[src/rtl/core/touch_key_frame_press_classifier_assert.svh]
`ifndef TOUCH_KEY_FRAME_PRESS_CLASSIFIER_ASSERT_SVH
`define TOUCH_KEY_FRAME_PRESS_CLASSIFIER_ASSERT_SVH

// same-cycle implication
`define TKP_ASSERT_NOW(lbl, ante, cons, msg) \
  lbl: assert property (@(posedge clk) disable iff (rst) (ante) |-> (cons)) else $error(msg);

// next-cycle implication
`define TKP_ASSERT_NEXT(lbl, ante, cons, msg) \
  lbl: assert property (@(posedge clk) disable iff (rst) (ante) |=> (cons)) else $error(msg);

`endif

[src/rtl/core/tkp_pkg.sv]
package tkp_pkg;

  localparam int COUNT_W = 4;
  localparam int STOP_W  = 3;

  localparam logic [STOP_W-1:0]  VALID_STOP  = 3'd2;
  localparam logic [COUNT_W-1:0] COUNT_LIMIT = 4'd5;

  localparam logic [15:0] LONG_PRESS_RESET = 16'd20;

  localparam int OUT_KEYS = 8;

  typedef enum logic [1:0] {
    CLS_NONE  = 2'd0,
    CLS_SHORT = 2'd1,
    CLS_LONG  = 2'd2
  } press_cls_t;

  typedef struct packed {
    logic               done;
    logic               valid;
    logic [COUNT_W-1:0] count;
    logic [STOP_W-1:0]  stop;
  } frame_info_t;

endpackage

[src/rtl/core/tkp_rx.sv]
module tkp_rx
  import tkp_pkg::*;
#(
  parameter int KEYS = 8
) (
  input  logic            clk,
  input  logic            rst,
  input  logic            in_acc,
  input  logic            op,
  input  logic            line_level,
  output logic            at_last,
  output logic [KEYS-1:0] frame_keys,
  output frame_info_t     frame_info
);

  localparam int FRAME_BITS = KEYS + COUNT_W + STOP_W;
  localparam int POS_W      = $clog2(FRAME_BITS + 1);

  logic [POS_W-1:0]   bit_position, bit_position_next;
  logic [KEYS-1:0]    key_shift, key_shift_next;
  logic [COUNT_W-1:0] count_shift, count_shift_next;
  logic [STOP_W-1:0]  stop_shift, stop_shift_next;
  logic               done;

  assign at_last = (bit_position == POS_W'(FRAME_BITS - 1));

  always_comb begin
    bit_position_next = bit_position;
    key_shift_next    = key_shift;
    count_shift_next  = count_shift;
    stop_shift_next   = stop_shift;
    done              = 1'b0;
    if (in_acc) begin
      if (!op) begin
        bit_position_next = '0;
        key_shift_next    = '0;
        count_shift_next  = '0;
        stop_shift_next   = '0;
      end else if (bit_position < POS_W'(FRAME_BITS)) begin
        // key lines are active low, count and stop come lsb first
        for (int k = 0; k < KEYS; k++) begin
          if (bit_position == POS_W'(k)) begin
            key_shift_next[k] = key_shift[k] | ~line_level;
          end
        end
        for (int j = 0; j < COUNT_W; j++) begin
          if (bit_position == POS_W'(KEYS + j)) begin
            count_shift_next[j] = count_shift[j] | line_level;
          end
        end
        for (int j = 0; j < STOP_W; j++) begin
          if (bit_position == POS_W'(KEYS + COUNT_W + j)) begin
            stop_shift_next[j] = stop_shift[j] | line_level;
          end
        end
        bit_position_next = bit_position + 1'b1;
        done              = at_last;
      end
    end
  end

  always_ff @(posedge clk) begin
    if (rst) begin
      bit_position    <= '0;
      key_shift       <= '0;
      count_shift     <= '0;
      stop_shift      <= '0;
      frame_info.done <= 1'b0;
    end else begin
      bit_position    <= bit_position_next;
      key_shift       <= key_shift_next;
      count_shift     <= count_shift_next;
      stop_shift      <= stop_shift_next;
      frame_info.done <= done;
      if (done) begin
        frame_keys       <= key_shift_next;
        frame_info.count <= count_shift_next;
        frame_info.stop  <= stop_shift_next;
        frame_info.valid <= (stop_shift_next == VALID_STOP) &&
                            (count_shift_next < COUNT_LIMIT);
      end
    end
  end

endmodule

[src/rtl/core/tkp_key_lane.sv]
module tkp_key_lane
  import tkp_pkg::*;
#(
  parameter int COUNT_BITS = 16
) (
  input  logic        clk,
  input  logic        rst,
  input  logic        upd,
  input  logic        pressed,
  input  logic [15:0] long_press_frames,
  output press_cls_t  cls,
  output press_cls_t  cls_next
);

  localparam int CMP_W = (COUNT_BITS > 16) ? COUNT_BITS : 16;

  logic [COUNT_BITS-1:0] cnt, cnt_next;
  logic [CMP_W-1:0]      cnt_ext, new_ext, lpf_ext;

  assign cnt_ext = CMP_W'(cnt);
  assign new_ext = CMP_W'(cnt_next);
  assign lpf_ext = CMP_W'(long_press_frames);

  always_comb begin
    cnt_next = cnt;
    cls_next = cls;
    if (upd) begin
      if (pressed) begin
        cnt_next = (&cnt) ? cnt : cnt + 1'b1;
      end else begin
        if (cnt != '0 && cnt_ext < lpf_ext) begin
          cls_next = CLS_SHORT;
        end else if (cnt == '0) begin
          cls_next = CLS_NONE;
        end
        cnt_next = '0;
      end
      if (new_ext > lpf_ext) begin
        cls_next = CLS_LONG;
      end
    end
  end

  always_ff @(posedge clk) begin
    if (rst) begin
      cnt <= '0;
      cls <= CLS_NONE;
    end else begin
      cnt <= cnt_next;
      cls <= cls_next;
    end
  end

endmodule

[src/rtl/core/touch_key_frame_press_classifier.sv]
// channel  dir  signals              contents
// s_axis   in   tvalid/tready/tdata  tdata[0] line_level, tuser[0] op
// m_axis   out  tvalid/tready/tdata  tdata: raw_pressed, key_class, any_pressed,
//                                    reported_count, stop_code; tuser[0] frame_valid
// cfg      in   we/wdata             long_press_frames
//
// one serial bit is taken per cycle; a frame result is valid once the frame
// register has loaded with its last bit and the per-key counter update has
// then fed the result register
// rst is synchronous: bit position, shift fields, counters and classes clear
// while a result waits, bits keep flowing; only a frame's last bit is held
// until the result register is free
module touch_key_frame_press_classifier
  import tkp_pkg::*;
#(
  parameter int KEYS       = 8,
  parameter int COUNT_BITS = 16
) (
  input  logic        clk,
  input  logic        rst,
  input  logic        s_axis_tvalid,
  output logic        s_axis_tready,
  input  logic [7:0]  s_axis_tdata,   // line_level
  input  logic [0:0]  s_axis_tuser,   // op
  output logic        m_axis_tvalid,
  input  logic        m_axis_tready,
  output logic [31:0] m_axis_tdata,   // raw_pressed, key_class, any_pressed,
                                      // reported_count, stop_code
  output logic [0:0]  m_axis_tuser,   // frame_valid
  input  logic        cfg_we,
  input  logic [15:0] cfg_wdata
);

`include "touch_key_frame_press_classifier_assert.svh"

  logic              in_acc;
  logic              at_last;
  logic [KEYS-1:0]   frame_keys;
  frame_info_t       frame_info;
  logic [15:0]       long_press_frames;
  press_cls_t        cls_q [KEYS];
  press_cls_t        cls_n [KEYS];
  logic [2*KEYS-1:0] cls_all;
  logic [OUT_KEYS-1:0]   raw8;
  logic [2*OUT_KEYS-1:0] cls16;

  assign s_axis_tready = !(at_last && (m_axis_tvalid || frame_info.done));
  assign in_acc        = s_axis_tvalid && s_axis_tready;

  always_ff @(posedge clk) begin
    if (rst) begin
      long_press_frames <= LONG_PRESS_RESET;
    end else if (cfg_we) begin
      long_press_frames <= cfg_wdata;
    end
  end

  tkp_rx #(.KEYS(KEYS)) u_rx (
    .clk        (clk),
    .rst        (rst),
    .in_acc     (in_acc),
    .op         (s_axis_tuser[0]),
    .line_level (s_axis_tdata[0]),
    .at_last    (at_last),
    .frame_keys (frame_keys),
    .frame_info (frame_info)
  );

  for (genvar k = 0; k < KEYS; k++) begin : g_lane
    tkp_key_lane #(.COUNT_BITS(COUNT_BITS)) u_lane (
      .clk               (clk),
      .rst               (rst),
      .upd               (frame_info.done && frame_info.valid),
      .pressed           (frame_keys[k]),
      .long_press_frames (long_press_frames),
      .cls               (cls_q[k]),
      .cls_next          (cls_n[k])
    );
    assign cls_all[2*k +: 2] = cls_q[k];
  end

  for (genvar i = 0; i < OUT_KEYS; i++) begin : g_out
    if (i < KEYS) begin : g_key
      assign raw8[i]         = frame_keys[i];
      assign cls16[2*i +: 2] = cls_n[i];
    end else begin : g_pad
      assign raw8[i]         = 1'b0;
      assign cls16[2*i +: 2] = 2'b00;
    end
  end

  always_ff @(posedge clk) begin
    if (rst) begin
      m_axis_tvalid <= 1'b0;
    end else if (frame_info.done) begin
      m_axis_tvalid <= 1'b1;
    end else if (m_axis_tready) begin
      m_axis_tvalid <= 1'b0;
    end
  end

  always_ff @(posedge clk) begin
    if (frame_info.done) begin
      m_axis_tdata <= {frame_info.stop, frame_info.count, |frame_keys, cls16, raw8};
      m_axis_tuser <= frame_info.valid;
    end
  end

  `TKP_ASSERT_NOW(a_result_slot_free, frame_info.done, !m_axis_tvalid, "result register busy at frame end")
  `TKP_ASSERT_NEXT(a_frame_gives_result, frame_info.done, m_axis_tvalid, "frame end gave no result")
  `TKP_ASSERT_NEXT(a_invalid_keeps_class, !(frame_info.done && frame_info.valid), $stable(cls_all), "classes moved without a valid frame")

endmodule

[config.mk]
export PLATFORM = sky130hd
export DESIGN_NAME = touch_key_frame_press_classifier
export DESIGN_NICKNAME = d
export VERILOG_FILES = /design/src/rtl/core/tkp_pkg.sv /design/src/rtl/core/tkp_rx.sv /design/src/rtl/core/tkp_key_lane.sv /design/src/rtl/core/touch_key_frame_press_classifier.sv
export VERILOG_INCLUDE_DIRS = /design/src /design/src/rtl/core
export SDC_FILE = /design/constraint.sdc
export NUM_CORES = 1
export LEC_CHECK = 0
export ABC_AREA = 1
export ABC_CLOCK_PERIOD_IN_PS = 5300
export BUFFER_PORTS_ARGS = -buffer_cell sky130_fd_sc_hd__buf_4
export CAP_MARGIN = 20
export CORE_MARGIN = 2
export CORE_UTILIZATION = 60
export CTS_CLUSTER_DIAMETER = 120
export DETAILED_ROUTE_END_ITERATION = 8
export PLACE_DENSITY_LB_ADDON = 0.15
export SLEW_MARGIN = 10
export SYNTH_ARGS = -nofsm -noshare
export SYNTH_HDL_FRONTEND = slang
export SYNTH_HIERARCHICAL = 1
export SYNTH_SLANG_ARGS = --single-unit
[constraint.sdc]
create_clock -name clk -period 5.3 [get_ports clk]
set_input_delay 0.53 -clock clk [delete_from_list [all_inputs] [get_ports clk]]
set_output_delay 0.53 -clock clk [all_outputs]
set_load 0.1 [all_outputs]
### Word level (Yosys, flattened, before mapping)

Cells that the tools add are included.

* eq/ne operators: 16
* multiply operators: 0
* multiplexer cells: 95
* add/subtract/negate cells: 9
* order comparisons: 18
* reductions and logical operators: 43
* bitwise logic cells: 17
* shift-type cells: 0
* divide/modulo/power cells: 0

Operators by type and width (number)
* 16-bit 2-to-1 mux: 24
* 16-bit by 1-bit adder with 16-bit output (second input constant): 8
* 16-bit greater-than comparator: 8
* 16-bit logical NOT: 8
* 16-bit < comparator: 8
* 16-bit AND reduction: 8
* 16-bit nonzero test: 8
* 2-bit 2-to-1 mux: 40
* 4-bit equality test (second input constant): 7
* 8-bit 2-to-1 mux: 3
* 1-bit 2-to-1 mux: 20
* 4-bit 2-to-1 mux: 5
* 4-bit by 3-bit equality test with 1-bit output (second input constant): 4
* 1-bit bitwise OR: 15
* 1-bit logical AND: 12
* 3-bit 2-to-1 mux: 3
* 4-bit by 2-bit equality test with 1-bit output (second input constant): 2
* 8-bit OR reduction: 1
* 4-bit by 1-bit adder with 4-bit output (second input constant): 1
* 4-bit by 1-bit equality test with 1-bit output (second input constant): 1
* 4-bit logical NOT: 1
* 4-bit by 3-bit < comparator with 1-bit output (second input constant): 1
* 4-bit < comparator (second input constant): 1
* 2-bit AND reduction: 2
* other kinds (6): 7

* memory bits (writable): 0
* register bits: 230
* input bits: 30
* bits in read-only memories: 0
* memories kept: 0
* bits in latches: 0
* word-level logic and storage cells: 227
* output and inout port bits: 35

### Logic depth before layout (Yosys ltp)

* depth in word-level cells: 7
* depth in mapped cells: 24
* mapped depth without buffers: 24

### By module

The synthesis kept the hierarchy.

By module, submodules not included
* tkp_key_lane (g_lane[2].u_lane ...): area an instance 2008.2 um2, seq. area each 360.3 um2, cells an instance 307, instances 4
* tkp_key_lane (g_lane[0].u_lane ...): area an instance 1981.9 um2, seq. area each 360.3 um2, cells an instance 308, instances 3
* tkp_key_lane (g_lane[7].u_lane): area an instance 2009.4 um2, seq. area each 360.3 um2, cells an instance 308, instances 1
* touch_key_frame_press_classifier: area an instance 1677.9 um2, seq. area each 1331.3 um2, cells an instance 129, instances 1
* tkp_rx: area an instance 1461.4 um2, seq. area each 880.8 um2, cells an instance 157, instances 1

### Worst setup path after synthesis

No wires, ideal clock.

* kind: reg-to-reg
* start point: register, netlist name u_rx/frame_info[8]
* end point: register m_axis_tdata[10] (data pin)
* clock period less this slack: 4.247 ns
* arrival time: 3.992 ns
* library setup time: 0.255 ns
* path slack: 1.053 ns
* buffers on the path: 0
* required time: 5.045 ns
* cell stages (with the launch flop): 18
* cell sequence: dfxtp_1 > nand2_1 > inv_1 > inv_1 > nor2_2 > inv_1 > o21ai_0 > a21oi_1 > ha_1 > nand2_1 > inv_1 > nand3_1 > nor3_1 > nand2_1 > nand2_1 > nand2_1 > nand3_1 > nand2_1

* longest elaborated chain between the ends: 5

Ends and longest elaborated chain
* 1-bit logical AND: line touch_key_frame_press_classifier.sv:73 `.upd (frame_info.done && frame_info.valid),`
* 16-bit 2-to-1 mux: line tkp_key_lane.sv:27 `if (upd) begin`
* net g_lane[1].u_lane.cnt_next[15]: line tkp_key_lane.sv:17 `logic [COUNT_BITS-1:0] cnt, cnt_next;`
* 16-bit greater-than comparator: line tkp_key_lane.sv:38 `if (new_ext > lpf_ext) begin`
* 2-bit 2-to-1 mux: line tkp_key_lane.sv:38
* 2-bit 2-to-1 mux: line tkp_key_lane.sv:27
* net cls16[2]: line touch_key_frame_press_classifier.sv:45 `logic [2*OUT_KEYS-1:0] cls16;`
* to (signal assigned): line touch_key_frame_press_classifier.sv:104 `m_axis_tdata <= {frame_info.stop, frame_info.count, |frame_keys, cls16, raw8};`
* to (decl): line touch_key_frame_press_classifier.sv:27 `output logic [31:0] m_axis_tdata,`

The timed path passes the listed nets, and every way through them passes these cells.
A chain may end at the register's enable or synchronous reset.

### Worst setup path in the final report

* start point: register, netlist name u_rx/frame_info[7]
* end point: register m_axis_tdata[11] (data pin)

* longest elaborated chain between the ends: 5

Ends and longest elaborated chain (line)
* 1-bit logical AND: touch_key_frame_press_classifier.sv:73
* 16-bit 2-to-1 mux: tkp_key_lane.sv:27
* net g_lane[1].u_lane.cnt_next[15]: tkp_key_lane.sv:17
* 16-bit greater-than comparator: tkp_key_lane.sv:38
* 2-bit 2-to-1 mux: tkp_key_lane.sv:38
* 2-bit 2-to-1 mux: tkp_key_lane.sv:27
* net cls16[3]: touch_key_frame_press_classifier.sv:45

The timed path passes the listed nets, and every way through them passes these cells.

==> flow_metrics.tcl <==
set metrics [dict create \
    max-slew-margin-rel_pct 32.5 \
    floorplan.initialDensity_pct 60.8 \
    syn_area_mm2 0.0191 \
    num_rows 65 \
    leakage_uw 0.0105 \
    finalMaxSlewViolations 0 \
    fmax_mhz 252 \
    syn_to_final_growth_pct 9.28 \
    critPathMaxFanout 60 \
    clk_latency_ns 0.55 \
    io_pins 65 \
    nNetsFinal 3101 \
    p_per_area_mw_per_mm2 204 \
    finalCritPeriodShare_pct 74.7 \
    core_mm2 0.0315 \
    seqPwrFrac_pct 43.1 \
    drt-wirelength-per-cell_um 15.9 \
    cts_sinks 230 \
    drtAntennaViolNets 0 \
    grt_pass1_vias 17500 \
    setup_viol 0 \
    drc 0 \
    avgSynthCellArea_um2 6.97 \
    cts_hold_buf 0 \
    fin_tns_setup_ns 0 \
    yosysTopAreaCell "dfxtp_1" \
    numPortBuffers 57 \
    clockPowerShare_pct 49.2 \
    cp.arrival_ns 4.27 \
    hpwl_um 37600 \
    switchingPower_uw 1060 \
    post-route-min-period_ns 3.96 \
    dieArea_mm2 0.0333 \
    cts_resized 0 \
    ys_ff_latch 230 \
    grt_pass1_wl_um 84600 \
    worst_setup_path_start_kind "flip-flop" \
    grt_max_degree 102 \
    cts_tree "built" \
    drt_pass1_iterations 7 \
    cts.clk_slew.worst_paths_ns 0.06 \
    grt_overflow_total 0 \
    gp_congestion 0.931 \
    antenna_cells 0 \
    rsz0062_at_grt "false" \
    root_buffer "clkbuf_16" \
    slowest_delay_ns 0.57 \
    crit_chain "nand2_1, inv_4, inv_1, nor2_2, inv_1, o21ai_0, a21oi_1, ha_1, nand2_1, inv_1, nand3_1, nor3_1, nand4_1, nand3_1, nand2_1" \
    post-synth-top-area-fraction_pct 18.9 \
    peakVddDrop_uv 274 \
    holdCritPathClass "in2reg" \
    postCtsSetupBuffers 0 \
    antenna_found_initial 0 \
    ys_seq_area_share_pct 26.6 \
    status "finished clean" \
    post_drt_via_cell_ratio 5.60 \
    fin_skew_ns 0.00738 \
    synth_cells 2746 \
    worst_pin_slew_ns 1.01 \
    syn_nets 3044 \
    slowest_stage "inv_4" \
    wirelength_um 51300 \
    cts_buffer_depth 3 \
    path_class "reg2reg" \
    power_frac_comb_pct 7.7 \
    cap_violations 0 \
    vias 18100 \
    die_width_um 183 \
    switching_share_pct 24.8 \
    drt-initial-drc-count 1373 \
    p_int_uw 3210 \
    synth_area_leaders "dfxtp_1 (19%), ha_1 (18%), nand2_1 (11%)" \
    htreeDepth 1 \
    drive_gt1_share_pct 12.4 \
    critPathCaptureType "flip-flop" \
    final-hold-violation-count 0 \
    die_y_um 183 \
    cts_made_buffers 28 \
    cp_data_required_time_ns 5.60 \
    power.total_uw 4270 \
    grt.total_usage_pct 31.0 \
    yosys_warnings 6 \
    synth_cell_types 38 \
]
[final cells by class]
cell class	instances	area [um^2]
flip-flops and latches	230	5100
inverters	500	1910
multi-input cells	1978	11900
well taps	402	503
repair buffers	65	492
fillers	2835	10600
clock buffers	34	764
clock inverters	17	246
[flip-flops by register name, summed over array words and instances, names as in the netlist]
| name | flops |
|---|---|
| g_lane.u_lane/cls | 16 |
| g_lane.u_lane/cnt | 128 |
| long_press_frames | 16 |
| m_axis_tdata | 32 |
| m_axis_tuser | 1 |
| m_axis_tvalid | 1 |
| u_rx/bit_position | 4 |
| u_rx/count_shift | 4 |
| u_rx/frame_info | 9 |
| u_rx/frame_keys | 8 |
| u_rx/key_shift | 8 |
| u_rx/stop_shift | 3 |
[cell families (layout without fill, tap and decap cells)]
logic type	count (synthesis)	in the layout	share of synthesized area, %
AO/OA/AOI/OAI	326	326	9.26
XOR/XNOR	48	48	2.20
AND/OR/NAND/NOR	1336	1336	33.1
adder cells (fa/ha/maj)	268	268	17.5
flip-flops	230	230	26.6
buffers and inverters	538	616	11.2
[power groups by stage]
stage               registers, uW  clock network [uW]  logic (uW)
finish                       1840                2100         329
global placement             1880                   0         307
global route                 1840                2200         383
floorplan                    1840                   0         238
detailed placement           1880                   0         324
CTS                          1840                2140         328
[final timing paths]
path / startpoint / endpoint / slack, ns / cells past startpoint
worst max-delay path: u_rx/frame_info[7] / m_axis_tdata[11] / 1.34 / 15
worst min-delay path: cfg_wdata[10] / long_press_frames[10] / 0.20 / 3
worst max register to register: u_rx/frame_info[7] / m_axis_tdata[11] / 1.34 / 15
worst min register to register: u_rx/frame_info[6] / m_axis_tdata[28] / 0.42 / 0
[placed cells by master (no fill, tap or decap), types with 2 or more instances in the layout]
| cell type | instances |
|---|---|
| a31oi_1 | 16 |
| nor3_2 | 21 |
| dfxtp_1 | 180 |
| nand4_1 | 68 |
| inv_4 | 9 |
| xnor2_1 | 4 |
| clkinvlp_4 | 3 |
| bufinv_16 | 6 |
| nor2_1 | 305 |
| nor2_4 | 3 |
| edfxtp_1 | 49 |
| o21bai_1 | 11 |
| nand2_2 | 27 |
| nor3_1 | 65 |
| and3_1 | 8 |
| nand2_4 | 8 |
| o41ai_1 | 8 |
| clkinv_2 | 17 |
| a211oi_2 | 8 |
| nor2_2 | 59 |
| ha_1 | 268 |
| inv_1 | 447 |
| or2_2 | 8 |
| clkbuf_8 | 2 |
| nand3_2 | 41 |
| nor4_1 | 33 |
| buf_4 | 64 |
| nand2_1 | 580 |
| xor2_1 | 44 |
| clkbuf_1 | 3 |
| o21ai_0 | 135 |
| inv_2 | 34 |
| nand3_4 | 8 |
| clkbuf_16 | 29 |
| nand3_1 | 92 |
| a21oi_1 | 147 |
| nand3b_1 | 9 |
[cells in the mapped netlist]
| master | n |
|---|---|
| xor2_1 | 44 |
| nand3_1 | 92 |
| nor4_1 | 34 |
| or2_2 | 8 |
| nand3_2 | 41 |
| a21oi_1 | 147 |
| inv_2 | 34 |
| o21ai_0 | 135 |
| clkinv_2 | 10 |
| dfxtp_1 | 181 |
| bufbuf_8 | 1 |
| buf_4 | 2 |
| buf_6 | 10 |
| and3_1 | 8 |
| nor2_2 | 59 |
| a211oi_2 | 8 |
| o41ai_1 | 8 |
| nand2_4 | 8 |
| nor2_4 | 3 |
| ha_1 | 268 |
| nor2_1 | 305 |
| nand3_4 | 8 |
| nor3_1 | 65 |
| o21bai_1 | 11 |
| clkbuf_1 | 16 |
| a31oi_1 | 16 |
| a21boi_0 | 1 |
| xnor2_1 | 4 |
| buf_1 | 8 |
| nand3b_1 | 9 |
| nand4_1 | 68 |
| nand2_1 | 580 |
| buf_2 | 1 |
| nor3_2 | 21 |
| inv_1 | 448 |
| inv_4 | 8 |
| nand2_2 | 27 |
| edfxtp_1 | 49 |
[worst max-delay path, delay by kind of cell (launching register included)]
family	cells	cell delay, ns
AOI/OAI and AO/OA	2	0.30
adders and majority gates	1	0.31
buffers and inverters	4	1.20
DFF	1	0.34
and+or+nand+nor	8	1.54
[metal layers]
metal  vias to the layer above  part of all wire, %  GRT usage [%]
li1                       9047                    -              -
met1                      8332                   44           40.0
met2                       546                   46           53.6
met3                       129                  5.7           3.31
met4                         0                  3.9           11.5
met5                         -                    0              0
[through the flow]
step / hold slack, ns / cells / area, um^2 / util, % / setup slack [ns]
CTS: 0.190 / 3226 / 20900 / 66.4 / 1.40
detailed placement: 0.406 / 3175 / 19900 / 63.2 / 1.43
floorplan: 0.400 / 2746 / 19100 / - / 1.05
global route: 0.221 / 3226 / 20900 / 66.4 / 1.11
finish: 0.199 / 3226 / 20900 / 66.4 / 1.34
global placement: 0.401 / 3175 / 19900 / 63.2 / 1.52
No activity file was read; power rests on OpenSTA's default activity.
